===== config.mk =====
export PLATFORM = sky130hd
export DESIGN_NAME = base64_stream_encoder_unit
export DESIGN_NICKNAME = d
export VERILOG_FILES = /design/src/rtl/b64enc_pkg.sv /design/src/rtl/b64enc_front.sv /design/src/rtl/b64enc_fifo.sv /design/src/rtl/b64enc_back.sv /design/src/rtl/base64_stream_encoder_unit.sv
export SDC_FILE = /design/constraint.sdc
export NUM_CORES = 1
export LEC_CHECK = 0
export BUFFER_PORTS_ARGS = -buffer_cell sky130_fd_sc_hd__buf_4
export CORE_MARGIN = 2
export CORE_UTILIZATION = 60
export CTS_CLUSTER_SIZE = 12
export DETAILED_ROUTE_END_ITERATION = 8
export PLACE_DENSITY = 0.76
export SLEW_MARGIN = 40
export SYNTH_ARGS = -nofsm -noshare
export SYNTH_HDL_FRONTEND = slang
export SYNTH_HIERARCHICAL = 1
export SYNTH_SLANG_ARGS = --single-unit

===== constraint.sdc =====
create_clock -name clk_i -period 3.97 [get_ports clk_i]
set_input_delay 0.397 -clock clk_i [delete_from_list [all_inputs] [get_ports clk_i]]
set_output_delay 0.397 -clock clk_i [all_outputs]
set_load 0.03 [all_outputs]

===== src/rtl/b64enc_pkg.sv =====
// Package for the base64 stream encoder: beat and group types, pad code,
// and the 6-bit to character mapping. No dependencies.
`timescale 1ns / 1ps
`default_nettype none

package b64enc_pkg;

  // Input beat: one raw message byte
  typedef struct packed {
    logic [7:0] data_byte;
    logic       final_byte;
  } in_item_t;

  // Output beat: one encoded character
  typedef struct packed {
    logic [7:0] out_char;
    logic       run_end;
    logic       message_end;
  } out_item_t;

  // One gathered group, zero-filled, as handed from front to back
  typedef struct packed {
    logic [7:0] b0;
    logic [7:0] b1;
    logic [7:0] b2;
    logic [1:0] nbytes;  // 1 to 3 real bytes
    logic       fin;
  } group_t;

  localparam logic [7:0] PadChar = 8'h3D;

  localparam logic [5:0] UpperEnd = 6'd26;
  localparam logic [5:0] LowerEnd = 6'd52;
  localparam logic [5:0] DigitEnd = 6'd62;
  localparam logic [5:0] PlusCode = 6'd62;

  // Standard alphabet: A-Z, a-z, 0-9, '+', '/'
  function automatic logic [7:0] sym(input logic [5:0] v);
    logic [7:0] ve;
    logic [7:0] res;
    ve = {2'b00, v};
    if (v < UpperEnd) begin
      res = 8'h41 + ve;
    end else if (v < LowerEnd) begin
      res = 8'h47 + ve;            // 'a' - 26
    end else if (v < DigitEnd) begin
      res = ve - 8'h04;            // '0' - 52, wraps to the right value
    end else if (v == PlusCode) begin
      res = 8'h2B;
    end else begin
      res = 8'h2F;
    end
    return res;
  endfunction

endpackage

`default_nettype wire


===== src/rtl/b64enc_front.sv =====
// Front end: accepts input beats, holds the open group and pushes each
// complete or final group to the queue. Depends on b64enc_pkg.
`timescale 1ns / 1ps
`default_nettype none

module b64enc_front (
  input  wire logic                 clk_i,
  input  wire logic                 rst_ni,
  input  wire logic                 in_valid_i,
  output logic                      in_stall_o,
  input  wire b64enc_pkg::in_item_t in_data_i,
  output logic                      push_o,
  output b64enc_pkg::group_t        push_data_o,
  input  wire logic                 full_i
);

  logic [1:0] phase_q, phase_d;
  logic [7:0] held_first_q, held_first_d;
  logic [7:0] held_second_q, held_second_d;
  logic       accept;
  logic       hold_only;

  assign in_stall_o = full_i;
  assign accept     = in_valid_i && !full_i;
  // phase three never occurs; it is taken as phase zero, no bytes held
  assign hold_only  = (phase_q != 2'd2) && !in_data_i.final_byte;
  assign push_o     = accept && !hold_only;

  always_comb begin
    push_data_o.fin    = in_data_i.final_byte;
    push_data_o.b2     = 8'h00;
    push_data_o.b1     = 8'h00;
    push_data_o.b0     = in_data_i.data_byte;
    push_data_o.nbytes = 2'd1;
    case (phase_q)
      2'd1: begin
        push_data_o.b0     = held_first_q;
        push_data_o.b1     = in_data_i.data_byte;
        push_data_o.nbytes = 2'd2;
      end
      2'd2: begin
        push_data_o.b0     = held_first_q;
        push_data_o.b1     = held_second_q;
        push_data_o.b2     = in_data_i.data_byte;
        push_data_o.nbytes = 2'd3;
      end
      default: ;
    endcase
  end

  always_comb begin
    phase_d       = phase_q;
    held_first_d  = held_first_q;
    held_second_d = held_second_q;
    if (accept) begin
      if (hold_only) begin
        if (phase_q == 2'd1) begin
          held_second_d = in_data_i.data_byte;
          phase_d       = 2'd2;
        end else begin
          held_first_d = in_data_i.data_byte;
          phase_d      = 2'd1;
        end
      end else begin
        phase_d       = 2'd0;
        held_first_d  = 8'h00;
        held_second_d = 8'h00;
      end
    end
  end

  always_ff @(posedge clk_i or negedge rst_ni) begin
    if (!rst_ni) begin
      phase_q       <= 2'd0;
      held_first_q  <= 8'h00;
      held_second_q <= 8'h00;
    end else begin
      phase_q       <= phase_d;
      held_first_q  <= held_first_d;
      held_second_q <= held_second_d;
    end
  end

endmodule

`default_nettype wire


===== src/rtl/b64enc_fifo.sv =====
// Two-entry group queue between front and back end.
// Depends on b64enc_pkg.
`timescale 1ns / 1ps
`default_nettype none

module b64enc_fifo (
  input  wire logic               clk_i,
  input  wire logic               rst_ni,
  input  wire logic               push_i,
  input  wire b64enc_pkg::group_t push_data_i,
  output logic                    full_o,
  input  wire logic               pop_i,
  output logic                    empty_o,
  output b64enc_pkg::group_t      head_o
);

  b64enc_pkg::group_t slot_q [2];
  logic       wr_ptr_q, wr_ptr_d;
  logic       rd_ptr_q, rd_ptr_d;
  logic [1:0] count_q, count_d;

  assign full_o  = (count_q == 2'd2);
  assign empty_o = (count_q == 2'd0);
  assign head_o  = slot_q[rd_ptr_q];

  always_comb begin
    wr_ptr_d = wr_ptr_q;
    rd_ptr_d = rd_ptr_q;
    count_d  = count_q;
    if (push_i) begin
      wr_ptr_d = ~wr_ptr_q;
    end
    if (pop_i) begin
      rd_ptr_d = ~rd_ptr_q;
    end
    if (push_i && !pop_i) begin
      count_d = count_q + 2'd1;
    end else if (pop_i && !push_i) begin
      count_d = count_q - 2'd1;
    end
  end

  always_ff @(posedge clk_i or negedge rst_ni) begin
    if (!rst_ni) begin
      wr_ptr_q <= 1'b0;
      rd_ptr_q <= 1'b0;
      count_q  <= 2'd0;
    end else begin
      wr_ptr_q <= wr_ptr_d;
      rd_ptr_q <= rd_ptr_d;
      count_q  <= count_d;
    end
  end

  always_ff @(posedge clk_i) begin
    if (push_i) begin
      slot_q[wr_ptr_q] <= push_data_i;
    end
  end

endmodule

`default_nettype wire


===== src/rtl/b64enc_back.sv =====
// Back end: walks the queue head one character a cycle while not stalled
// into the output register, padding past real bytes. Depends on b64enc_pkg.
`timescale 1ns / 1ps
`default_nettype none

module b64enc_back (
  input  wire logic               clk_i,
  input  wire logic               rst_ni,
  input  wire logic               empty_i,
  input  wire b64enc_pkg::group_t head_i,
  output logic                    pop_o,
  output logic                    out_valid_o,
  input  wire logic               out_stall_i,
  output b64enc_pkg::out_item_t   out_data_o
);

  logic [1:0]            k_q, k_d;
  logic                  out_valid_q, out_valid_d;
  b64enc_pkg::out_item_t out_q;
  logic                  load;
  logic [5:0]            six;
  b64enc_pkg::out_item_t next_item;

  // output register free or draining this cycle
  assign load  = !empty_i && (!out_valid_q || !out_stall_i);
  assign pop_o = load && (k_q == 2'd3);

  always_comb begin
    case (k_q)
      2'd0:    six = head_i.b0[7:2];
      2'd1:    six = {head_i.b0[1:0], head_i.b1[7:4]};
      2'd2:    six = {head_i.b1[3:0], head_i.b2[7:6]};
      default: six = head_i.b2[5:0];
    endcase
    next_item.out_char    = (k_q > head_i.nbytes) ? b64enc_pkg::PadChar
                                                  : b64enc_pkg::sym(six);
    next_item.run_end     = (k_q == 2'd3);
    next_item.message_end = (k_q == 2'd3) && head_i.fin;
  end

  always_comb begin
    k_d         = k_q;
    out_valid_d = out_valid_q;
    if (load) begin
      k_d         = k_q + 2'd1;
      out_valid_d = 1'b1;
    end else if (!out_stall_i) begin
      out_valid_d = 1'b0;
    end
  end

  always_ff @(posedge clk_i or negedge rst_ni) begin
    if (!rst_ni) begin
      k_q         <= 2'd0;
      out_valid_q <= 1'b0;
    end else begin
      k_q         <= k_d;
      out_valid_q <= out_valid_d;
    end
  end

  always_ff @(posedge clk_i) begin
    if (load) begin
      out_q <= next_item;
    end
  end

  assign out_valid_o = out_valid_q;
  assign out_data_o  = out_q;

endmodule

`default_nettype wire


===== src/rtl/base64_stream_encoder_unit.sv =====
// Top level of the base64 stream encoder: front end, group queue and
// back end. Depends on b64enc_pkg and the b64enc_* modules.
`timescale 1ns / 1ps
`default_nettype none

// Encodes a byte stream to standard base64, one input beat per byte and one
// output beat per character. Every third byte, and the final byte of a
// message, closes a group that gives four characters, short groups padded
// with '='; run_end marks the fourth character and message_end also marks it
// on the final group. Bytes are taken one per cycle while the two-entry group
// queue has room; the back end emits one character per cycle while the queue
// is not empty and the output is not stalled, so the stream rate is set by
// the single character path of the back end, and a message's last short
// group still gives four characters. With the queue empty, a group's closing
// byte is written into the queue, and its first character is then loaded
// from the queue head into the output register.

module base64_stream_encoder_unit (
  input  wire logic                  clk_i,
  input  wire logic                  rst_ni,
  input  wire logic                  in_valid_i,
  output logic                       in_stall_o,
  input  wire b64enc_pkg::in_item_t  in_data_i,
  output logic                       out_valid_o,
  input  wire logic                  out_stall_i,
  output b64enc_pkg::out_item_t      out_data_o
);

  logic               push;
  b64enc_pkg::group_t push_data;
  logic               full;
  logic               pop;
  logic               empty;
  b64enc_pkg::group_t head;

  b64enc_front u_front (
    .clk_i       (clk_i),
    .rst_ni      (rst_ni),
    .in_valid_i  (in_valid_i),
    .in_stall_o  (in_stall_o),
    .in_data_i   (in_data_i),
    .push_o      (push),
    .push_data_o (push_data),
    .full_i      (full)
  );

  b64enc_fifo u_fifo (
    .clk_i       (clk_i),
    .rst_ni      (rst_ni),
    .push_i      (push),
    .push_data_i (push_data),
    .full_o      (full),
    .pop_i       (pop),
    .empty_o     (empty),
    .head_o      (head)
  );

  b64enc_back u_back (
    .clk_i       (clk_i),
    .rst_ni      (rst_ni),
    .empty_i     (empty),
    .head_i      (head),
    .pop_o       (pop),
    .out_valid_o (out_valid_o),
    .out_stall_i (out_stall_i),
    .out_data_o  (out_data_o)
  );

endmodule

`default_nettype wire

==> flow_summary.json, run 1 <==
{
  "status": "complete, no violations",
  "synth_edf_count": 64,
  "grt_first_pass_wirelength_mm": 13.21,
  "grt_pass1_vias": 2607,
  "critical_path.max_fanout": 21,
  "ys_types": 54,
  "power.density_nw_per_um2": 897.7,
  "rows": 31,
  "holdPathStages": 3,
  "synth_seq_cells": 89,
  "first_iter_violations": 169,
  "remaining_drc_errors": 0,
  "slew_headroom_pct": 45.93,
  "maxSlewViolCount": 0,
  "post-route-util_pct": 67.33,
  "antenna_found_initial": 0,
  "cts_buffers": 9,
  "tns_ps": 0,
  "reg2reg_to": "u_back/out_data_o[5]",
  "die_y_um": 90.47,
  "syn2layout_area_growth_pct": 8.870,
  "leakage_nw": 1.878,
  "synth_area_sq_um": 4486,
  "cp-end-kind": "flip-flop",
  "drtPass1Iterations": 4,
  "yosys_warnings": 6,
  "cts_buffer_depth": 2,
  "layout.cells.non_filler": 478,
  "hold_viol": 0,
  "clk_pin_slew_ps": 90,
  "start_util_pct": 61.84,
  "cts_tree": "yes",
  "layout_worst_path_cycle_share_pct": 75.82,
  "clk_latency_ps": 350,
  "worstHoldPathType": "in2reg",
  "layout_setup_ws_ps": 960.0,
  "startpoint": "u_fifo/rd_ptr_q",
  "n_antenna_cell": 0,
  "finalSetupViolCount": 0,
  "syn_nets": 376,
  "yosysMostFrequentCell": "edfxtp_1",
  "cts_root_buffer": "clkbuf_8",
  "ant_nets": 0,
  "syn_avg_cell_area_sq_um": 12.78,
  "grt.overflow.total": 0,
  "syn_inst": 351,
  "vias": 2824,
  "die_area_sq_um": 8184,
  "r2r_cells": 7,
  "reg2reg_slack_ps": 960,
  "dp_slack_ps": 1029,
  "drt-total-wl_mm": 8.302,
  "ys_seq_area_share_pct": 56.79,
  "synthArstFlopShare_pct": 28.09,
  "synthTopCellsByCount": "edfxtp_1, nand2_1, dfrtp_1",
  "synth_area_leaders": "edfxtp_1, dfrtp_1, mux2_4",
  "grt_max_degree": 28,
  "synth_top_area_share_pct": 42.85,
  "final.min_clock_period_ps": 3010,
  "grtUsageTotal_pct": 20.70,
  "wl_per_cell_um": 17.37,
  "clock-sinks": 89,
  "fin_nets": 399,
  "clock.fmax_mhz": 332.2,
  "die_w_um": 90.47,
  "worstReg2RegStart": "u_fifo/rd_ptr_q",
  "skew_ps": 8.595,
  "hpwlAfterDp_mm": 5.766,
  "rsz0062_at_grt": "no",
  "h-tree-depth": 3,
  "tightest_slew_ps": 811.0,
  "drive_gt1_share_pct": 23.48,
  "vias_per_cell": 5.908,
  "cp.arrival_ps": 3090,
  "criticalPathCategory": "reg2reg",
  "peakVddDrop_mv": 0.5202,
  "yosys.area.top_type": "edfxtp_1",
  "synth_flop_cell": "edfxtp_1",
  "core_area_sq_um": 7253,
  "gp_congestion": 0.9255,
  "critPathLaunchType": "flip-flop",
  "io_pins": 25,
  "hold_end": "u_back/out_valid_o",
  "max_cap_viol_count": 0,
  "worst_hold_startpoint": "out_stall_i",
  "critPathRequiredTime_ps": 4050,
  "place_inst": 461,
  "port_buffers": 24
}
==> placed cells by master, fill, tap and decap left out, types with 2 or more instances in the layout <==
cell type and instances:
edfxtp_1 64, nand2_1 45, buf_4 28, dfrtp_1 25
a21oi_1 23, mux2_4 21, o21ai_1 19, inv_1 16
ha_1 12, mux2_2 10, clkbuf_8 9, and2_1 9
nor4b_1 8, nor2_1 7, o211ai_1 6, a22o_1 5
a22oi_1 4, nand3_1 4, nor3_1 4, xor2_1 4
clkinvlp_4 3, a222oi_1 3, a211oi_1 3, a211o_1 3
o21ai_0 3, xnor2_1 3, and2_2 2, nor2_4 2
mux2i_1 2, a22o_2 2, a2111oi_0 2, a21o_1 2
==> report_power, final <==
part	internal, W	leakage, nW	switching (W)
clock network	0.000292	0.0889	0.000320
logic	0.000896	0.871	0.00134
registers	0.00139	0.918	0.000141
total	0.00258	1.88	0.00180
==> critical path: stages (launching register included) <==
cell,delay (ps)
dfrtp_1,580
buf_4,410
mux2_4,330
a222oi_1,350
mux2_2,400
nor3_1,90
a2111oi_0,410
a32oi_1,160
==> layout make-up <==
class                   count  area [sq um]
inverters                  17         76.32
repair buffers             29         220.2
well taps                  99         123.9
flip-flops and latches     89          2547
clock inverters             6         66.31
multi-input cells         228          1722
clock buffers              10         127.6
fillers                   531          2370
==> routing by layer <==
metal	part of all wire, %	global-route usage, %	wire, um
met1	43	27.74	3609
met2	49	33.33	4061
met3	5.0	3.506	418
met4	2.5	9.231	211
met5	0	0	0
==> sequential cells by signal, summed over array words and instances (netlist names) <==
register / flops
u_fifo/wr_ptr_q: 1
u_front/held_first_q: 8
u_back/k_q: 2
u_fifo/rd_ptr_q: 1
u_fifo/slot_q: 54
u_back/out_data_o: 10
u_fifo/count_q: 2
u_back/out_valid_o: 1
u_front/phase_q: 2
u_front/held_second_q: 8
==> stage by stage <==
step	hold WS [ps]	total power [W]	cell area [sq um]
floorplan	101.4	0.003353	4486
global placement	324.3	0.003683	4679
detailed placement	324.4	0.003767	4679
CTS	245.3	0.004384	4883
global route	258.1	0.004654	4883
finish	255.2	0.004384	4883
==> what timing repair did <==
item                                   4_1_cts  5_1_grt
hold buffers                                 1        0
setup buffers                                0        0
resized for setup                            0        0
endpoints found under the hold margin       25        0
==> worst max-delay path by stage <==
stage                     slack, ps                   end
after floorplan                1120   u_fifo/slot_q[0][0]
after global placement         1140  u_back/out_data_o[5]
after detailed placement       1030  u_back/out_data_o[5]
after CTS                      1010  u_back/out_data_o[5]
after global routing            810  u_back/out_data_o[5]
final                           960  u_back/out_data_o[5]
==> kinds of logic (layout without fill, tap and decap cells) <==
logic type      after synthesis  after routing  synth area share, %
xor+xnor                      7              7                1.367
mux                          33             33                9.986
buf+inv                      34             62                4.881
fa+ha+maj                    12             12                3.347
simple gates                 89             89                10.18
compound gates               86             86                13.36
other cells                   1              1              0.08360
flops                        89             89                56.79
(Power assumes the default switching activity.)
==> run 2: changes to the inputs <==
==> constraint.sdc (replaced) <==
create_clock -name clk_i -period 2.9 [get_ports clk_i]
set_input_delay 0.29 -clock clk_i [delete_from_list [all_inputs] [get_ports clk_i]]
set_output_delay 0.29 -clock clk_i [all_outputs]
set_load 0.03 [all_outputs]
==> flow_summary.json, run 2 (synthesis results as in run 1) <==
{
  "status": "complete, no violations",
  "antenna_found_initial": 0,
  "die_y_um": 90.47,
  "grtUsageTotal_pct": 22.30,
  "final.min_clock_period_ps": 2688,
  "seqCellArea_sq_um": 2547,
  "slew_headroom_pct": 50.03,
  "h-tree-depth": 3,
  "drive_gt1_share_pct": 24.48,
  "cp.arrival_ps": 2760,
  "tightest_slew_ps": 749.6,
  "hold_viol": 0,
  "die_area_sq_um": 8184,
  "worstReg2RegStart": "u_fifo/rd_ptr_q",
  "vias": 2818,
  "grt.overflow.total": 0,
  "cts_tree": "yes",
  "tns_ps": 0,
  "peakVddDrop_mv": 0.5670,
  "critPathLaunchType": "flip-flop",
  "max_cap_viol_count": 0,
  "maxSlewViolCount": 0,
  "post_cts_resize_count": 0,
  "rsz0062_at_grt": "no",
  "grt_pass1_vias": 2840,
  "syn2layout_area_growth_pct": 10.46,
  "vias_per_cell": 5.834,
  "gp_congestion": 0.9051,
  "clk_pin_slew_ps": 80,
  "layout_worst_path_cycle_share_pct": 92.69,
  "port_buffers": 24,
  "rows": 31,
  "cp-end-kind": "flip-flop",
  "io_pins": 25,
  "fin_nets": 404,
  "criticalPathCategory": "reg2reg",
  "die_w_um": 90.47,
  "multi_input_area_sq_um": 1722,
  "hold_buffers": 1,
  "start_util_pct": 61.84,
  "fillers": 530,
  "critPathRequiredTime_ps": 2980,
  "top_register": "u_fifo/slot_q",
  "remaining_drc_errors": 0,
  "place_inst": 466,
  "layout_commonest_cell": "edfxtp_1",
  "wl_per_cell_um": 17.47,
  "power.density_nw_per_um2": 1242,
  "clk_latency_ps": 350,
  "grt_first_pass_wirelength_mm": 14.33,
  "clock-sinks": 89,
  "post_cts_buffers": 0,
  "ant_nets": 0,
  "cts_root_buffer": "clkbuf_8",
  "worst_hold_startpoint": "out_stall_i",
  "clock.fmax_mhz": 372.0,
  "leakage_nw": 1.930,
  "drt-total-wl_mm": 8.437,
  "skew_ps": 8.566,
  "first_iter_violations": 162,
  "drtPass1Iterations": 4,
  "grt_max_degree": 28,
  "n_antenna_cell": 0,
  "mostFrequentLayoutCells": "edfxtp_1, nand2_1, buf_4",
  "core_area_sq_um": 7253,
  "critical_path.max_fanout": 23,
  "largest_reg_flops": 54,
  "finalSetupViolCount": 0,
  "startpoint": "u_fifo/rd_ptr_q",
  "hpwlAfterDp_mm": 5.993,
  "cts_buffers": 9,
  "layout.cells.non_filler": 483,
  "cts_buffer_depth": 2,
  "worstHoldPathType": "in2reg"
}
run 2: cell types whose count changed in the layout (fill, tap and decap cells not counted):
| cell | before | now |
|---|---|---|
| clkbuf_16 | 0 | 1 |
| buf_12 | 0 | 1 |
| clkinvlp_4 | 3 | 0 |
| buf_4 | 28 | 32 |
| clkbuf_8 | 9 | 10 |
| clkinv_4 | 0 | 1 |
| inv_6 | 1 | 0 |
| clkinv_2 | 1 | 2 |
run 2: through the flow:
step	setup WS [ps]	hold slack, ps	instance area (sq um)	utilization (%)	total power (W)
after floorplan	48.81	-5.591	4486	-	0.004590
final	212.0	156.9	4955	68.31	0.006152
after CTS	211.4	137.9	4955	68.31	0.006152
after detailed placement	265.9	218.2	4730	65.21	0.005262
after global placement	385.0	219.8	4730	65.21	0.005140
after global routing	15.93	162.0	4955	68.31	0.006557
run 2: where the power goes:
| part | switching [W] | internal, W | total (W) |
|---|---|---|---|
| logic | 0.00189 | 0.00129 | 0.00317 |
| registers | 0.000180 | 0.00191 | 0.00208 |
| clock network | 0.000419 | 0.000473 | 0.000893 |
run 2: critical path, stage by stage, from the launching register on:
cell       delay [ps]
dfrtp_1           420
buf_12            220
mux2_2            360
a222oi_1          390
mux2_2            410
nor3_1            100
a2111oi_0         360
a32oi_1           160
run 2: path summary, 6_finish.rpt:
| check | end | slack (ps) | cells after the start |
|---|---|---|---|
| worst min-delay path | u_back/out_valid_o | 160 | 3 |
| min in group asynchronous | u_front/held_first_q[4] | 370 | 2 |
| worst max register to register | u_back/out_data_o[5] | 210 | 7 |
| worst min register to register | u_fifo/count_q[1] | 500 | 1 |
| max in group asynchronous | u_fifo/rd_ptr_q | 2260 | 2 |
| worst max-delay path | u_back/out_data_o[5] | 210 | 7 |
run 2: cell type report:
cell class,instances,area share (%)
Clock inverter,4,0.9848
Tap cell,99,2.500
Inverter,17,1.540
Timing Repair Buffer,34,5.455
Sequential cell,89,51.41
Clock buffer,12,3.359
Multi-Input combinational cell,228,34.75
run 2: per-layer routing:
layer / up-vias / part of all wire [%] / routed length [um] / global-route usage (%)
li1: 1352 / - / - / -
met1: 1381 / 45 / 3768 / 29.98
met2: 70 / 50 / 4203 / 36.32
met3: 15 / 3.8 / 317 / 4.007
met4: 0 / 1.7 / 147 / 8.590
met5: - / 0 / 0 / 0
==> run 3: changes to the inputs <==
--- a/config.mk
+++ b/config.mk
@@ -7,10 +7,10 @@
 export LEC_CHECK = 0
 export BUFFER_PORTS_ARGS = -buffer_cell sky130_fd_sc_hd__buf_4
 export CORE_MARGIN = 2
-export CORE_UTILIZATION = 60
+export CORE_UTILIZATION = 55
 export CTS_CLUSTER_SIZE = 12
 export DETAILED_ROUTE_END_ITERATION = 8
-export PLACE_DENSITY = 0.76
+export PLACE_DENSITY = 0.73
 export SLEW_MARGIN = 40
 export SYNTH_ARGS = -nofsm -noshare
 export SYNTH_HDL_FRONTEND = slang
==> constraint.sdc (replaced) <==
create_clock -name clk_i -period 2.4 [get_ports clk_i]
set_input_delay 0.24 -clock clk_i [delete_from_list [all_inputs] [get_ports clk_i]]
set_output_delay 0.24 -clock clk_i [all_outputs]
set_load 0.03 [all_outputs]
==> flow_summary.json, run 3 (synthesis results as in run 1) <==
{
  "drt-total-wl_mm": 9.047,
  "power.density_nw_per_um2": 1567,
  "intPower_w": 0.004954,
  "clk_latency_ps": 350,
  "clock-sinks": 89,
  "peakVddDrop_mv": 0.7487,
  "use_met2_pct": 36.31,
  "switchingPower_w": 0.003213,
  "syn2layout_area_growth_pct": 16.18,
  "slew_headroom_pct": 54.99,
  "tightest_slew_ps": 675.1,
  "place_inst": 490,
  "hold_viol": 0,
  "layout_worst_path_cycle_share_pct": 101.0,
  "layout.cells.non_filler": 507,
  "met3_usage_pct": 3.050,
  "cts_buffer_depth": 2,
  "final.min_clock_period_ps": 2424,
  "grt_use_met1_pct": 31.37,
  "vias": 2886,
  "port_buffers": 24,
  "fillers": 587,
  "drtPass1Iterations": 5,
  "critPathLaunchType": "flip-flop",
  "fin_nets": 425,
  "clock.fmax_mhz": 412.5,
  "start_util_pct": 57.45,
  "first_iter_violations": 213,
  "rows": 32,
  "dp_slack_ps": -177.8,
  "critical_path.max_fanout": 9,
  "layout_commonest_cell": "edfxtp_1",
  "vias_per_cell": 5.692,
  "hpwlAfterDp_mm": 6.455,
  "largest_reg_flops": 54,
  "grtUsageTotal_pct": 22.67,
  "busiest_layer": "met2",
  "skew_ps": 7.174,
  "status": "finished with violations",
  "critPathMaxStageDelay_ps": 430,
  "combPwrFrac_pct": 55.5,
  "multi_input_area_sq_um": 1770,
  "worstPathCellList": "buf_12 > mux2_4 > a222oi_1 > mux2_4 > inv_1 > ha_1 > nor3_2 > a211oi_2",
  "crit_slowest_cell": "a222oi_1",
  "maxSlewViolCount": 0,
  "n_antenna_cell": 0,
  "antenna_found_initial": 0,
  "seqPwrFrac_pct": 30.8,
  "mostFrequentLayoutCells": "edfxtp_1, buf_4, nand2_1",
  "violations": "setup timing",
  "remaining_drc_errors": 0,
  "criticalPathCategory": "reg2reg",
  "die_w_um": 94.31,
  "layout_setup_ws_ps": -24.18,
  "max_cap_viol_count": 0,
  "worstHoldPathType": "in2reg",
  "drive_gt1_share_pct": 30.62,
  "grt_first_pass_wirelength_mm": 15.04,
  "critPathRequiredTime_ps": 2500,
  "seqCellArea_sq_um": 2547,
  "cts_root_buffer": "clkbuf_8",
  "ant_nets": 0,
  "top_register": "u_fifo/slot_q",
  "clk_pin_slew_ps": 90,
  "swShare_pct": 39.34,
  "cp-end-kind": "flip-flop",
  "core_area_sq_um": 7807,
  "gp_congestion": 0.9562,
  "h-tree-depth": 3,
  "wl_per_cell_um": 17.84,
  "leakage_nw": 2.058,
  "cts_tree": "yes",
  "grt.overflow.total": 0,
  "crit_top_cell": "mux2_4",
  "io_pins": 25,
  "die_area_sq_um": 8894,
  "rsz0062_at_grt": "yes",
  "total_power_w": 0.008168,
  "grt_pass1_vias": 2884,
  "power_frac_clock_pct": 13.7,
  "cp.arrival_ps": 2530,
  "grt_max_degree": 28,
  "cts_buffers": 9,
  "finalSetupViolCount": 3,
  "die_y_um": 94.31
}
[run 3: path summary, 6_finish.rpt]
check,from,to,slack (ps),cells past startpoint
worst max-delay path,u_fifo/rd_ptr_q,u_back/out_data_o[3],-20,8
worst min-delay path,out_stall_i,u_back/out_valid_o,100,3
worst max register to register,u_fifo/rd_ptr_q,u_back/out_data_o[3],-20,8
worst min register to register,u_fifo/count_q[1],u_fifo/count_q[1],490,1
max in group asynchronous,rst_ni,u_fifo/rd_ptr_q,1800,2
min in group asynchronous,rst_ni,u_fifo/count_q[1],330,2
[run 3: area by class of cell]
class | count | area share, %
Multi-Input combinational cell | 228 | 33.97
Clock inverter | 7 | 1.777
Inverter | 17 | 1.465
Tap cell | 102 | 2.449
Clock buffer | 9 | 2.377
Sequential cell | 89 | 48.88
Timing Repair Buffer | 55 | 9.076
[run 3: power groups by stage]
stage	logic, W	registers [W]	clock network, W
after CTS	0.00446	0.00252	0.00114
after global placement	0.00427	0.00253	0
after floorplan	0.00287	0.00268	0
after global routing	0.00498	0.00257	0.00120
final	0.00453	0.00252	0.00112
after detailed placement	0.00432	0.00255	0
[run 3: per-layer routing]
layer	share of wire, %	vias to the layer above
li1	-	1401
met1	45	1390
met2	49	85
met3	4.7	10
met4	1.6	0
met5	0	-
[run 3: through the flow]
step	utilization [%]	TNS (ps)	cell area, sq um	hold slack, ps
after floorplan	-	0	4488	-55.59
after global placement	63.13	-92.90	4928	171.7
after detailed placement	63.13	-314.3	4928	173.2
after CTS	66.39	0	5184	83.42
after global routing	66.75	-492.5	5211	114.3
final	66.75	-54.49	5211	95.93
[run 3: repair_timing]
action	CTS	global route
setup endpoints to repair	4	6
hold buffers	1	0
endpoints found under the hold margin	25	0
resized for setup	7	8
setup buffers	0	0
pin swaps	4	5
[run 3: worst max-delay path, delay by kind of cell (launching register included)]
kind	cells	cell delay, ps
DFF	1	410
and+or+nand+nor	1	200
AOI/OAI and AO/OA	2	490
adders and majority gates	1	280
buffers and inverters	2	210
muxes	2	590
